### src/design/mlr_pkg.sv
`default_nettype none

package mlr_pkg;

  typedef enum logic [2:0] {
    MODE_VERT         = 3'd0,
    MODE_HORZ         = 3'd1,
    MODE_SHALLOW_UP   = 3'd2,
    MODE_SHALLOW_DOWN = 3'd3,
    MODE_STEEP_UP     = 3'd4,
    MODE_STEEP_DOWN   = 3'd5
  } mode_t;

  typedef enum logic {
    OP_START = 1'b0,
    OP_STEP  = 1'b1
  } op_t;

  // Segment control produced by the setup logic
  typedef struct packed {
    mode_t mode;
    logic  active;
    logic  last;
  } seg_ctl_t;

  // Extra error-term bits above the coordinate width
  localparam int unsigned ERR_EXTRA = 3;

endpackage

`default_nettype wire

### src/design/mlr_setup.sv
`default_nettype none

module mlr_setup #(
  parameter int unsigned COORD_BITS = 10,
  parameter int unsigned ERR_W      = 13
) (
  input  wire logic [COORD_BITS-1:0] x_a,
  input  wire logic [COORD_BITS-1:0] y_a,
  input  wire logic [COORD_BITS-1:0] x_b,
  input  wire logic [COORD_BITS-1:0] y_b,
  output logic [COORD_BITS-1:0]      first_x,
  output logic [COORD_BITS-1:0]      first_y,
  output logic [COORD_BITS-1:0]      stop,
  output logic [COORD_BITS-1:0]      dx,
  output logic [COORD_BITS-1:0]      dy,
  output logic signed [ERR_W-1:0]    err,
  output mlr_pkg::seg_ctl_t          ctl
);

  logic [COORD_BITS-1:0] xs, ys, xe, ye;
  logic                  rising;
  logic signed [ERR_W-1:0] dxe, dye;

  always_comb begin
    // Order endpoints so that x does not decrease; vertical runs bottom up
    if (x_a > x_b) begin
      xs = x_b; ys = y_b; xe = x_a; ye = y_a;
    end else begin
      xs = x_a; ys = y_a; xe = x_b; ye = y_b;
    end
    if (xs == xe && ys > ye) begin
      ys = y_b > y_a ? y_a : y_b;
      ye = y_b > y_a ? y_b : y_a;
    end
    rising = ye >= ys;
    dx     = xe - xs;
    dy     = rising ? (ye - ys) : (ys - ye);
    dxe    = $signed({{(ERR_W-COORD_BITS){1'b0}}, dx});
    dye    = $signed({{(ERR_W-COORD_BITS){1'b0}}, dy});

    first_x = xs;
    first_y = ys;
    if (dx == '0) begin
      ctl.mode = mlr_pkg::MODE_VERT;
      stop     = ye;
      err      = '0;
    end else if (dy == '0) begin
      ctl.mode = mlr_pkg::MODE_HORZ;
      stop     = xe;
      err      = '0;
    end else if (dy <= dx) begin
      stop = xe;
      if (rising) begin
        ctl.mode = mlr_pkg::MODE_SHALLOW_UP;
        err      = (dye <<< 1) - dxe;
      end else begin
        ctl.mode = mlr_pkg::MODE_SHALLOW_DOWN;
        err      = dxe - (dye <<< 1);
      end
    end else begin
      stop = ye;
      if (rising) begin
        ctl.mode = mlr_pkg::MODE_STEEP_UP;
        err      = dye - (dxe <<< 1);
      end else begin
        ctl.mode = mlr_pkg::MODE_STEEP_DOWN;
        err      = (dxe <<< 1) - dye;
      end
    end
    // A single point is done at once
    ctl.last   = (dx == '0) && (dy == '0);
    ctl.active = !ctl.last;
  end

endmodule

`default_nettype wire

### src/design/mlr_step.sv
`default_nettype none

module mlr_step #(
  parameter int unsigned COORD_BITS = 10,
  parameter int unsigned ERR_W      = 13
) (
  input  wire logic [COORD_BITS-1:0]   cur_x,
  input  wire logic [COORD_BITS-1:0]   cur_y,
  input  wire logic [COORD_BITS-1:0]   stop,
  input  wire logic [COORD_BITS-1:0]   dx,
  input  wire logic [COORD_BITS-1:0]   dy,
  input  wire logic signed [ERR_W-1:0] err,
  input  wire mlr_pkg::mode_t          mode,
  output logic [COORD_BITS-1:0]        next_x,
  output logic [COORD_BITS-1:0]        next_y,
  output logic signed [ERR_W-1:0]      next_err,
  output logic                         done
);

  logic signed [ERR_W-1:0] dxe, dye;
  logic                    nonneg;

  assign dxe    = $signed({{(ERR_W-COORD_BITS){1'b0}}, dx});
  assign dye    = $signed({{(ERR_W-COORD_BITS){1'b0}}, dy});
  assign nonneg = !err[ERR_W-1];

  always_comb begin
    next_x   = cur_x;
    next_y   = cur_y;
    next_err = err;
    case (mode)
      mlr_pkg::MODE_VERT: begin
        next_y = cur_y + 1'b1;
      end
      mlr_pkg::MODE_HORZ: begin
        next_x = cur_x + 1'b1;
      end
      mlr_pkg::MODE_SHALLOW_UP: begin
        if (nonneg) begin
          next_err = err + ((dye - dxe) <<< 1);
          next_y   = cur_y + 1'b1;
        end else begin
          next_err = err + (dye <<< 1);
        end
        next_x = cur_x + 1'b1;
      end
      mlr_pkg::MODE_SHALLOW_DOWN: begin
        if (nonneg) begin
          next_err = err - (dye <<< 1);
        end else begin
          next_err = err + ((dxe - dye) <<< 1);
          next_y   = cur_y - 1'b1;
        end
        next_x = cur_x + 1'b1;
      end
      mlr_pkg::MODE_STEEP_UP: begin
        if (nonneg) begin
          next_err = err - (dxe <<< 1);
        end else begin
          next_err = err + ((dye - dxe) <<< 1);
          next_x   = cur_x + 1'b1;
        end
        next_y = cur_y + 1'b1;
      end
      default: begin
        if (nonneg) begin
          next_err = err + ((dxe - dye) <<< 1);
          next_x   = cur_x + 1'b1;
        end else begin
          next_err = err + (dxe <<< 1);
        end
        next_y = cur_y - 1'b1;
      end
    endcase
    if (mode == mlr_pkg::MODE_VERT || mode == mlr_pkg::MODE_STEEP_UP ||
        mode == mlr_pkg::MODE_STEEP_DOWN) begin
      done = (next_y == stop);
    end else begin
      done = (next_x == stop);
    end
  end

endmodule

`default_nettype wire

### src/design/midpoint_line_rasterizer.sv
// Midpoint line rasterizer, all octants, integer arithmetic only.
// Input channel (in_valid / in_stall): operation 0 loads a segment from
// x_start, y_start, x_end, y_end and returns its first pixel; operation 1
// returns the next pixel of the active segment, with last_pixel on the
// final one. A step with no active segment returns a result with
// pixel_valid low and all other fields zero. A start while a segment is
// active drops the old segment.
// Output channel (out_valid / out_stall): exactly one result per item.
// Path: an accepted item passes one input register, then the setup or
// step logic feeding the result register and the segment state in the
// same cycle; out_valid rises when the result register is loaded. One
// item is accepted per cycle while in_stall is low; the segment state
// updates in the cycle an item is processed, so the next item sees it
// without a bubble.
// When the receiver stalls, the result register holds and one more item
// waits in the input register; in_stall rises after that.
// Reset (rst, synchronous) empties both registers and leaves no active
// segment.
`default_nettype none

module midpoint_line_rasterizer #(
  parameter int unsigned COORD_BITS = 10
) (
  input  wire logic                  clk,
  input  wire logic                  rst,
  input  wire logic                  in_valid,
  output logic                       in_stall,
  input  wire logic                  operation,
  input  wire logic [COORD_BITS-1:0] x_start,
  input  wire logic [COORD_BITS-1:0] y_start,
  input  wire logic [COORD_BITS-1:0] x_end,
  input  wire logic [COORD_BITS-1:0] y_end,
  output logic                       out_valid,
  input  wire logic                  out_stall,
  output logic [COORD_BITS-1:0]      pixel_x,
  output logic [COORD_BITS-1:0]      pixel_y,
  output logic                       pixel_valid,
  output logic                       last_pixel
);

  localparam int unsigned ERR_W = COORD_BITS + mlr_pkg::ERR_EXTRA;

  // Input register
  logic                  hold_valid;
  mlr_pkg::op_t          hold_op;
  logic [COORD_BITS-1:0] hold_xa, hold_ya, hold_xb, hold_yb;

  // Segment state
  logic [COORD_BITS-1:0]   cur_x, cur_y, stop_coord, delta_x, delta_y;
  logic signed [ERR_W-1:0] err_term;
  mlr_pkg::mode_t          direction_mode;
  logic                    line_active;

  logic [COORD_BITS-1:0]   cur_x_next, cur_y_next, stop_coord_next;
  logic [COORD_BITS-1:0]   delta_x_next, delta_y_next;
  logic signed [ERR_W-1:0] err_term_next;
  mlr_pkg::mode_t          direction_mode_next;
  logic                    line_active_next;
  logic                    last_next, pixel_valid_next;

  logic [COORD_BITS-1:0]   su_x, su_y, su_stop, su_dx, su_dy;
  logic signed [ERR_W-1:0] su_err;
  mlr_pkg::seg_ctl_t       su_ctl;
  logic [COORD_BITS-1:0]   st_x, st_y;
  logic signed [ERR_W-1:0] st_err;
  logic                    st_done;

  logic advance;

  assign advance  = !out_valid || !out_stall;
  assign in_stall = hold_valid && !advance;

  always_ff @(posedge clk) begin
    if (rst) begin
      hold_valid <= 1'b0;
    end else if (!in_stall) begin
      hold_valid <= in_valid;
    end
    if (in_valid && !in_stall) begin
      hold_op <= mlr_pkg::op_t'(operation);
      hold_xa <= x_start;
      hold_ya <= y_start;
      hold_xb <= x_end;
      hold_yb <= y_end;
    end
  end

  mlr_setup #(
    .COORD_BITS(COORD_BITS),
    .ERR_W     (ERR_W)
  ) u_setup (
    .x_a    (hold_xa),
    .y_a    (hold_ya),
    .x_b    (hold_xb),
    .y_b    (hold_yb),
    .first_x(su_x),
    .first_y(su_y),
    .stop   (su_stop),
    .dx     (su_dx),
    .dy     (su_dy),
    .err    (su_err),
    .ctl    (su_ctl)
  );

  mlr_step #(
    .COORD_BITS(COORD_BITS),
    .ERR_W     (ERR_W)
  ) u_step (
    .cur_x   (cur_x),
    .cur_y   (cur_y),
    .stop    (stop_coord),
    .dx      (delta_x),
    .dy      (delta_y),
    .err     (err_term),
    .mode    (direction_mode),
    .next_x  (st_x),
    .next_y  (st_y),
    .next_err(st_err),
    .done    (st_done)
  );

  always_comb begin
    cur_x_next          = cur_x;
    cur_y_next          = cur_y;
    stop_coord_next     = stop_coord;
    delta_x_next        = delta_x;
    delta_y_next        = delta_y;
    err_term_next       = err_term;
    direction_mode_next = direction_mode;
    line_active_next    = line_active;
    pixel_valid_next    = 1'b0;
    last_next           = 1'b0;
    if (hold_op == mlr_pkg::OP_START) begin
      cur_x_next          = su_x;
      cur_y_next          = su_y;
      stop_coord_next     = su_stop;
      delta_x_next        = su_dx;
      delta_y_next        = su_dy;
      err_term_next       = su_err;
      direction_mode_next = su_ctl.mode;
      line_active_next    = su_ctl.active;
      pixel_valid_next    = 1'b1;
      last_next           = su_ctl.last;
    end else if (line_active) begin
      cur_x_next       = st_x;
      cur_y_next       = st_y;
      err_term_next    = st_err;
      line_active_next = !st_done;
      pixel_valid_next = 1'b1;
      last_next        = st_done;
    end
  end

  always_ff @(posedge clk) begin
    if (rst) begin
      cur_x          <= '0;
      cur_y          <= '0;
      stop_coord     <= '0;
      delta_x        <= '0;
      delta_y        <= '0;
      err_term       <= '0;
      direction_mode <= mlr_pkg::MODE_VERT;
      line_active    <= 1'b0;
      out_valid      <= 1'b0;
    end else if (advance) begin
      out_valid <= hold_valid;
      if (hold_valid) begin
        cur_x          <= cur_x_next;
        cur_y          <= cur_y_next;
        stop_coord     <= stop_coord_next;
        delta_x        <= delta_x_next;
        delta_y        <= delta_y_next;
        err_term       <= err_term_next;
        direction_mode <= direction_mode_next;
        line_active    <= line_active_next;
      end
    end
  end

  // Result register; an idle step shows all zero
  always_ff @(posedge clk) begin
    if (advance && hold_valid) begin
      pixel_x     <= pixel_valid_next ? cur_x_next : '0;
      pixel_y     <= pixel_valid_next ? cur_y_next : '0;
      pixel_valid <= pixel_valid_next;
      last_pixel  <= last_next;
    end
  end

endmodule

`default_nettype wire

### config.mk
export PLATFORM = sky130hd
export DESIGN_NAME = midpoint_line_rasterizer
export DESIGN_NICKNAME = d
export VERILOG_FILES = /design/src/design/mlr_pkg.sv /design/src/design/mlr_setup.sv /design/src/design/mlr_step.sv /design/src/design/midpoint_line_rasterizer.sv
export SDC_FILE = /design/constraint.sdc
export NUM_CORES = 1
export LEC_CHECK = 0
export BUFFER_PORTS_ARGS = -buffer_cell sky130_fd_sc_hd__buf_2
export CAP_MARGIN = 25
export CORE_MARGIN = 1
export CORE_UTILIZATION = 50
export DETAILED_ROUTE_END_ITERATION = 6
export PLACE_DENSITY = 0.71
export SYNTH_ARGS = -nofsm -noshare
export SYNTH_HDL_FRONTEND = slang
export SYNTH_SLANG_ARGS = --single-unit
### constraint.sdc
create_clock -name clk -period 11.85 [get_ports clk]
set_input_delay 1.185 -clock clk [delete_from_list [all_inputs] [get_ports clk]]
set_output_delay 1.185 -clock clk [all_outputs]
set_load 0.005 [all_outputs]
# --- Yosys cells after proc, flatten, opt, wreduce, memory -nomap -nowiden ---
# Index checks and enable logic that the tools add are counted.
word_totals:
  reg_bits: 132
  output_inout_bits: 24
op_classes:
  n_reduce_logical: 23
  addsub: 18
  eq_ne: 10
  order_cmp: 5
  mux: 46
  bitwise_logic: 1
op_table:
  columns: ["operator", "count"]
  rows:
  - ["$mux 10", 20]
  - ["$mux 13", 11]
  - ["$pmux 13 s4", 1]
  - ["$pmux 10 s4", 1]
  - ["$eq 10x10->1", 3]
  - ["$gt 10x10->1", 3]
  - ["$pmux 10 s3", 1]
  - ["$sub 10x10->10", 3]
  - ["$add 13x12->13", 2]
  - ["$add 13x13->13", 2]
  - ["$sub 13x12->13", 2]
  - ["$sub 10x11->12", 2]
  - ["$sub 11x10->12", 2]
  - ["$sub 10x10->11", 2]
  - ["$add 10x1->10 const B", 2]
  - ["$logic_not 10->1", 2]
  - ["$ge 10x10->1", 1]
  - ["$le 10x10->1", 1]
  - ["$sub 10x1->10 const B", 1]
  - ["$mux 1", 9]
  - ["$mux 3", 3]
  - ["$eq 3x2->1 const B", 2]
  - ["$eq 3x3->1 const B", 2]
  - ["$logic_not 1->1", 6]
  - ["other kinds (12)", 19]

# --- Longest topological paths before layout ---
# Gate-level depths: netlist of run 1.
logic_depth:
  word_depth: 13
  mapped_depth: 44
  mapped_depth_nobuf: 37

# --- Hierarchy ---
# From an unflattened synthesis of run 1, not the netlist that was laid out.
unflattened:
  hier_cells: 1975
  hier_area_um2: 15805.2
by_module_without_submodules:
  columns: ["mod", "instances", "seq_area_each_um2", "cells_per_inst", "area_each_um2"]
  rows:
  - ["midpoint_line_rasterizer", 1, 3273.1, 471, 5515.3]
  - ["mlr_setup", 1, 0.0, 760, 5206.2]
  - ["mlr_step", 1, 0.0, 744, 5083.6]

# --- Least setup slack after synthesis of run 1 ---
# No wires, ideal clock.
synth_timing:
  path_type: "register to register"
  from: "register hold_xb[7]"
  to: "register err_term[9]"
  stages_incl_launch_ff: 40
  t_required_ns: 11.759
  path_slack_ns: 4.174
  t_arrival_ns: 7.585
  path_cell_list: "edfxtp_1 -> inv_1 -> ha_1 -> a2111oi_0 -> o21ai_1 -> o21ai_2 -> and2_4 -> buf_6 -> nor2_4 -> buf_8 -> buf_8 -> a221oi_2 -> a21oi_1 -> o41ai_1 -> o2111ai_1 -> a41oi_2 -> buf_6 -> buf_6 -> [4 not listed] -> o21ai_1 -> and3_1 -> o2bb2ai_1 -> xnor2_2 -> inv_1 -> ha_1 -> ha_1 -> a21o_1 -> a21oi_1 -> nor2_1 -> o21ai_0 -> o311ai_2 -> and3_1 -> a311oi_1 -> xnor2_1 -> mux2_2 -> nand3b_1 -> a311oi_1"
synth_between:
  elab_chain_len: 13
synth_lines:
  columns: ["item", "line_no", "rtl"]
  rows:
  - ["start: declaration", "midpoint_line_rasterizer.sv:46", "logic [COORD_BITS-1:0] hold_xa, hold_ya, hold_xb, hold_yb;"]
  - ["start signal: assignment", "midpoint_line_rasterizer.sv:83", "hold_xb <= x_end;"]
  - ["$gt 10x10->1", "mlr_setup.sv:26", "if (x_a > x_b) begin"]
  - ["$mux 10", "mlr_setup.sv:26", null]
  - ["$gt 10x10->1 / $eq 10x10->1 (equally long branches)", "mlr_setup.sv:31", "if (xs == xe && ys > ye) begin"]
  - ["$logic_and 1x1->1", "mlr_setup.sv:31", null]
  - ["$mux 10", "mlr_setup.sv:31", null]
  - ["$sub 10x10->10 / $ge 10x10->1 (equally long branches)", "mlr_setup.sv:37, mlr_setup.sv:35", null]
  - ["$mux 10", "mlr_setup.sv:37", "dy = rising ? (ye - ys) : (ys - ye);"]
  - ["$sub 11x10->12, or another cell as far along", "mlr_setup.sv:67", "err = (dxe <<< 1) - dye;"]
  - ["$mux 13 (on tied branches)", "mlr_setup.sv:62, mlr_setup.sv:53", null]
  - ["$mux 13", "mlr_setup.sv:51", "end else if (dy <= dx) begin"]
  - ["$mux 13", "mlr_setup.sv:47", "end else if (dy == '0) begin"]
  - ["$mux 13 (*)", "mlr_setup.sv:43", "if (dx == '0) begin"]
  - ["$mux 13 (*)", "midpoint_line_rasterizer.sv:133", "if (hold_op == mlr_pkg::OP_START) begin"]
  - ["end signal: assignment", "midpoint_line_rasterizer.sv:173", "err_term <= err_term_next;"]
  - ["end: declaration", "midpoint_line_rasterizer.sv:50", "logic signed [ERR_W-1:0] err_term;"]
# Every way passes the cells marked *; elsewhere a longest branch is shown, timed or not.
# A chain may end at the register's enable or synchronous reset.

# --- Worst setup path after layout of run 1 ---
layout_timing:
  from: "register hold_xa[5]"
  to: "register stop_coord[1]"
layout_between:
  elab_chain_len: 11
layout_lines:
  columns: ["item", "line_no", "rtl"]
  rows:
  - ["start: declaration", "midpoint_line_rasterizer.sv:46", null]
  - ["start signal: assignment", "midpoint_line_rasterizer.sv:81", "hold_xa <= x_start;"]
  - ["$gt 10x10->1", "mlr_setup.sv:26", null]
  - ["$mux 10", "mlr_setup.sv:26", null]
  - ["$gt 10x10->1 / $eq 10x10->1 (equally long branches)", "mlr_setup.sv:31", null]
  - ["$logic_and 1x1->1", "mlr_setup.sv:31", null]
  - ["$mux 10", "mlr_setup.sv:31", null]
  - ["$sub 10x10->10 / $ge 10x10->1 (equally long branches)", "mlr_setup.sv:37, mlr_setup.sv:35", null]
  - ["$mux 10 (*)", "mlr_setup.sv:37", null]
  - ["net su_dy[7]", "midpoint_line_rasterizer.sv:61", "logic [COORD_BITS-1:0] su_x, su_y, su_stop, su_dx, su_dy;"]
  - ["$le 10x10->1", "mlr_setup.sv:51", null]
  - ["$mux 10", "mlr_setup.sv:51", null]
  - ["$mux 10 (*)", "mlr_setup.sv:47", null]
  - ["$mux 10 (*)", "mlr_setup.sv:43", null]
  - ["end signal: assignment", "midpoint_line_rasterizer.sv:170", "stop_coord <= stop_coord_next;"]
  - ["end: declaration", "midpoint_line_rasterizer.sv:49", "logic [COORD_BITS-1:0] cur_x, cur_y, stop_coord, delta_x, delta_y;"]
# The timed path passes the listed nets; every way through them passes the cells marked *.

==> impl_metrics.tcl, run 1 <==
set metrics [dict create \
    grt_pass1_vias 12500 \
    syn_area_sq_um 14300 \
    clock_path_buffers 2 \
    post_cts_buffers 0 \
    grt_first_pass_wirelength_microns 66900 \
    hpwl_microns 33200 \
    synth_flop_cell "dfxtp_1" \
    cpPeakStageDelay_ns 0.62 \
    drive_above_1_share_pct 10.1 \
    rows 61 \
    synth_top_area_share_pct 14.4 \
    yosys.area.top_type "ha_1" \
    antennaDiodeCount 0 \
    io_buffers 68 \
    dr.pass1.iters 6 \
    vias 13300 \
    grt_max_degree 62 \
    critPathTopFamily "compound AO/OA/AOI/OAI gates" \
    drc 0 \
    antenna_found_initial 0 \
    whs_path_depth 2 \
    postRouteAntennaNets 0 \
    reg2regPathDepth 33 \
    r2r_start "hold_xa[5]" \
    synth_cell_type_count 108 \
    period_share_pct 82.4 \
    power_frac_clock_pct 17.4 \
    rsz0062_at_grt "no" \
    layout_common_cells "nor2_1 (182), ha_1 (165), nand2_1 (163)" \
    fillers 2629 \
    cp.arrival_ns 10.12 \
    p_int_mw 1.57 \
    finalSetupTns_ns 0 \
    worstSetupPathType "flip-flop to flip-flop" \
    pwr-share-comb_pct 64.4 \
    cp-end-kind "flip-flop" \
    grt_overflow 0 \
    worstMarginPinSlew_ns 0.888 \
    setup_ws_ns 2.09 \
    cts-root-buf "clkbuf_16" \
    yosysWarnings 0 \
    hold_path_class "flip-flop to flip-flop" \
    setup_viol 0 \
    postSynth.asyncResetShare_pct 0 \
    fp.dieW_microns 171 \
    design.core.area_sq_um 28000 \
    dieHeight_microns 171 \
    r2r-end "stop_coord[1]" \
    maxSlewViolCount 0 \
    power_density_nw_per_um2 198 \
    pre_cts_ws_ns 2.37 \
    crit_start "hold_xa[5]" \
    io_pins 69 \
    finalWirelength_microns 42600 \
    vias_per_cell 6.07 \
    final.min_clock_period_ns 9.76 \
    yosys-top-cells-area "ha_1 (14%), edfxtp_1 (13%), dfxtp_1 (9.5%), a21oi_1 (5.0%), xnor2_1 (4.8%)" \
    clock_skew_ns 0.0173 \
    finalHoldViolCount 0 \
    clk_pin_slew_ns 0.08 \
    crit_fanout 22 \
    cts_tree "yes" \
    p_sw_share_pct 49.0 \
    drtIter0Drc 1259 \
    syn_area_per_cell_sq_um 8.09 \
    grtUsageTotal_pct 29.3 \
    area_growth_pct 8.11 \
    p_leak_nw 6.60 \
    power_frac_seq_pct 18.2 \
    ctsResizeCount 0 \
    peakVddDrop_mv 0.131 \
    start_util_pct 51.2 \
    worstHoldStart "stop_coord[8]" \
    ys_ff_latch 131 \
    wire_per_inst_microns 19.5 \
    rrSetupSlack_ns 2.09 \
    outcome "finished clean" \
    cp-start-kind "flip-flop" \
    netlist_instances 1771 \
    drv_cap 0 \
    synth_seq_area_share_pct 22.7 \
    globalplace.congestion 0.953 \
    hold_buffers 0 \
    crit_slowest_cell "nand2_1" \
    synth_fp_nets 1993 \
    layout.nets 2017 \
    clock_latency_ns 0.44 \
    clock_sinks 131 \
    whs_endpoint "stop_coord[8]" \
    critPathBufInv 4 \
    power.switching_mw 1.50 \
    max_freq_ghz 0.102 \
    synth_edf_count 63 \
    die_area_sq_um 29300 \
    numCtsBuffers 17 \
    htreeDepth 4 \
    mostFrequentLayoutCell "nor2_1" \
    relSlewSlack_pct 40.4 \
    cp.required_ns 12.21 \
]
[through the flow]
step                      cells  hold slack (ns)  utilization (%)  instance area [sq um]  power (mW)
after floorplan            1771            0.449                -                  14300        2.04
after global placement     2151            0.467             53.1                  14900        2.49
after detailed placement   2152            0.479             53.1                  14900        2.50
after CTS                  2184            0.486             55.2                  15500        3.04
after global routing       2186            0.501             55.3                  15500        3.29
final                      2186            0.491             55.3                  15500        3.07
[registers in the layout, indices dropped and copies added, names as in the netlist, 3 cells and up]
register        cells
cur_y              10
pixel_x            10
pixel_y            10
hold_xb            10
hold_xa            10
delta_y            10
delta_x            10
hold_yb            10
stop_coord         10
cur_x              10
hold_ya            10
err_term           12
direction_mode      3
[cell type report]
type / count / area [sq um] / share of cell area (%)
Multi-Input combinational cell: 1422 / 10200 / 65.7
Sequential cell: 131 / 3250 / 21.0
Inverter: 137 / 514 / 3.32
Timing Repair Buffer: 86 / 495 / 3.20
Tap cell: 378 / 473 / 3.05
Clock buffer: 17 / 425 / 2.75
Clock inverter: 15 / 158 / 1.02
[cell usage after synthesis (14+ instances only)]
| library cell | number |
|---|---|
| ha_1 | 165 |
| a211oi_1 | 24 |
| a21oi_1 | 142 |
| dfxtp_1 | 68 |
| mux2i_1 | 32 |
| nor2b_1 | 24 |
| xnor2_1 | 79 |
| xor2_1 | 31 |
| nand3_1 | 39 |
| edfxtp_1 | 63 |
| o211ai_1 | 19 |
| clkbuf_1 | 54 |
| o22ai_1 | 23 |
| nor2_1 | 183 |
| a221oi_1 | 14 |
| nand2b_1 | 22 |
| o21bai_1 | 16 |
| o21ai_0 | 69 |
| a21o_1 | 44 |
| nor3_1 | 26 |
| nand2_1 | 163 |
| inv_1 | 134 |
| and3_1 | 14 |
| a31oi_1 | 16 |
| nand4_1 | 14 |
| a22oi_1 | 19 |
[routing by layer]
metal  track usage, %  share of wire, %
met5                0                 0
met1             36.9                43
met2             50.0                48
met3             3.43               4.9
met4             13.9               4.2
[worst reg2reg max path, delay by kind of cell, from the launching register on]
family | cells | cell delay (ns)
AO/OA/AOI/OAI | 15 | 3.43
AND/OR/NAND/NOR | 8 | 2.66
adder cells (fa/ha/maj) | 4 | 1.53
buffers and inverters | 4 | 0.83
flip-flops | 1 | 0.45
multiplexers | 1 | 0.42
XOR/XNOR | 1 | 0.39
[cells by family (layout without fill, tap and decap cells)]
kind of cell | count (synthesis) | after routing | synth area share [%]
xor gates and xnor gates | 112 | 112 | 6.95
and+or+nand+nor | 547 | 547 | 17.9
adders and majority gates | 178 | 178 | 16.2
AOI/OAI and AO/OA | 544 | 544 | 26.9
DFF | 131 | 131 | 22.7
buffers and inverters | 218 | 255 | 6.40
muxes | 41 | 41 | 3.02
[power groups by stage]
stage                     sequential [mW]  combinational [mW]  clock [mW]
after floorplan                     0.549                1.49           0
after global placement              0.566                1.93           0
after detailed placement            0.567                1.93           0
after CTS                           0.557                1.95       0.537
after global routing                0.564                2.17       0.555
final                               0.558                1.98       0.533
[worst max path at each step]
stage          cells past startpoint            end
2_1_floorplan                     39    err_term[9]
3_3_place_gp                      33  stop_coord[0]
3_5_place_dp                      34  stop_coord[1]
4_1_cts                           34  stop_coord[1]
5_1_grt                           33  stop_coord[2]
6_report                          33  stop_coord[1]
No activity file was read; power rests on OpenSTA's default activity.
==> inputs of run 2 (changes only) <==
Settings changed: ABC_AREA set to 1, PLACE_DENSITY 0.71 to 0.74.
Clock period 11.85 ns to 8.62 ns, I/O delays scaled along.
==> run 2 against run 1 <==
Against the previous run:
- global-route usage grew 2.3 points
- synthesized cell count grew 27%
- wire length grew 13%
- sequential power grew 35%
- clock-buffer cell count grew 2
==> impl_metrics.tcl, run 2 <==
set metrics [dict create \
    final.min_clock_period_ns 7.66 \
    maxSlewViolCount 0 \
    postSynth.asyncResetShare_pct 0 \
    syn_area_per_cell_sq_um 6.59 \
    relSlewSlack_pct 28.0 \
    clock_skew_ns 0.0156 \
    cp.required_ns 8.92 \
    synth_edf_count 63 \
    fin_util_pct 55.4 \
    crit_fanout 42 \
    top_register "err_term" \
    grt_overflow 0 \
    hold_path_class "flip-flop to flip-flop" \
    dieHeight_microns 174 \
    outcome "finished clean" \
    numCtsBuffers 17 \
    worstSetupPathType "flip-flop to flip-flop" \
    finalWirelength_microns 48300 \
    cts_tree "yes" \
    grt_first_pass_wirelength_microns 75900 \
    drtIter0Drc 1473 \
    vias_per_cell 5.76 \
    cts-root-buf "clkbuf_16" \
    synth_cell_type_count 58 \
    setup_viol 0 \
    cpMostUsedCell "nand2_1" \
    drc 0 \
    die_area_sq_um 30400 \
    design.core.area_sq_um 28900 \
    yosys-top-cells-area "ha_1 (14%), nand2_1 (14%), edfxtp_1 (13%), dfxtp_1 (9.2%), inv_1 (8.1%)" \
    cp.arrival_ns 7.95 \
    cpPeakStageDelay_ns 0.41 \
    antenna_found_initial 0 \
    peakVddDrop_mv 0.130 \
    yosysWarnings 0 \
    area_growth_pct 7.85 \
    cp-end-kind "flip-flop" \
    yosys.area.top_type "ha_1" \
    wire_per_inst_microns 18.0 \
    grt_pass1_vias 14600 \
    drv_cap 0 \
    rrSetupSlack_ns 0.96 \
    rsz0062_at_grt "no" \
    htreeDepth 4 \
    finalHoldViolCount 0 \
    power_density_nw_per_um2 267 \
    p_leak_nw 7.97 \
    io_pins 69 \
    post-synth-top-count-cell "nand2_1" \
    vias 15400 \
    crit_slowest_cell "edfxtp_1" \
    dr.pass1.iters 6 \
    synth_fp_nets 2477 \
    synth_top_area_share_pct 13.9 \
    mostFrequentLayoutCell "nand2_1" \
    synth_seq_area_share_pct 21.9 \
    grt_max_degree 46 \
    final_area_sq_um 16000 \
    period_share_pct 88.8 \
    netlist_instances 2255 \
    clock_latency_ns 0.43 \
    finalPower_mw 4.27 \
    layout.nets 2505 \
    rows 62 \
    layout_common_cells "nand2_1 (544), inv_1 (320), a21oi_1 (219)" \
    cp-start-kind "flip-flop" \
    max_freq_ghz 0.131 \
    ys_ff_latch 131 \
    antennaDiodeCount 0 \
    syn_area_sq_um 14900 \
    hold_buffers 0 \
    dpl_cell_area_sq_um 15400 \
    hpwl_microns 38500 \
    clock_path_buffers 2 \
    globalplace.congestion 1.00 \
    clock_sinks 131 \
    grtUsageTotal_pct 31.7 \
    postRouteAntennaNets 0 \
    finalSetupTns_ns 0 \
    synthTopCellsByCount "nand2_1 (544), inv_1 (321), a21oi_1 (219)" \
    largest_reg_flops 12 \
    drive_above_1_share_pct 7.67 \
    io_buffers 68 \
    synth_flop_cell "dfxtp_1" \
    worstMarginPinSlew_ns 1.08 \
    start_util_pct 51.4 \
    fp.dieW_microns 174 \
    clk_pin_slew_ns 0.06 \
]
==> run 2: changes by cell type in the layout (fill, tap and decap cells not counted), sizes merged, moves of 66 or more <==
| cell | change |
|---|---|
| nand2 | +391 |
| a21oi | +72 |
| inv | +189 |
| xnor2 | -66 |
| nand3 | +97 |
| o21ai | +136 |
==> run 2: report_power, final <==
| part | switching, mW | leakage (nW) | internal [mW] |
|---|---|---|---|
| clock network | 0.297 | 0.270 | 0.401 |
| registers | 0.0526 | 1.17 | 0.700 |
| logic | 1.89 | 6.54 | 0.937 |
| total | 2.24 | 7.97 | 2.04 |
==> run 2: kinds of logic (layout without fill, tap and decap cells) <==
kind of cell | count (synthesis) | in the layout | synth area share, %
AO/OA/AOI/OAI | 547 | 547 | 20.6
XOR/XNOR | 84 | 84 | 5.00
adder cells (fa/ha/maj) | 177 | 177 | 15.5
buffers and inverters | 411 | 452 | 10.9
flip-flops | 131 | 131 | 21.9
multiplexers | 6 | 6 | 0.421
AND/OR/NAND/NOR | 899 | 899 | 25.7
==> run 2: per-layer routing <==
metal / GRT usage (%) / vias to the layer above / routed length [microns]
met3: 4.31 / 155 / 3490
met4: 15.9 / 0 / 2540
li1: - / 7566 / -
met5: 0 / - / 0
met1: 39.4 / 7046 / 19800
met2: 53.5 / 681 / 22500
==> run 2: repair_timing <==
| item | 4_1_cts | 5_1_grt |
|---|---|---|
| setup endpoints to repair | 0 | 16 |
| gates resized for setup | 0 | 4 |
| setup buffers | 0 | 0 |
==> run 2: area by class of cell <==
cell class | count | area (sq um)
repair buffers | 83 | 453
multi-input cells | 1713 | 10000
clock buffers | 19 | 433
flip-flops and latches | 131 | 3250
inverters | 337 | 1270
well taps | 384 | 480
clock inverters | 13 | 128
fillers | 2855 | 12900
==> run 2: worst paths after layout <==
kind	startpoint	to	depth (start not counted)
min reg2reg	cur_y[3]	cur_y[3]	2
max reg2reg	hold_xa[9]	err_term[12]	42
min	cur_y[3]	cur_y[3]	2
max	hold_xa[9]	err_term[12]	42
==> run 2: per-stage QoR <==
stage | setup slack [ns] | hold slack, ns | std cells
3_3_place_gp | 1.17 | 0.476 | 2647
3_5_place_dp | 1.00 | 0.479 | 2647
2_1_floorplan | 1.93 | 0.454 | 2255
6_report | 0.965 | 0.493 | 2680
5_1_grt | 0.105 | 0.505 | 2680
4_1_cts | 0.924 | 0.491 | 2679
==> run 2: worst max-delay path, delay by kind of cell (launching register included) <==
family | cells | cell delay (ns)
AND/OR/NAND/NOR | 22 | 2.90
buffers and inverters | 9 | 1.71
AO/OA/AOI/OAI | 8 | 1.33
adder cells (fa/ha/maj) | 3 | 1.11
flip-flops | 1 | 0.41
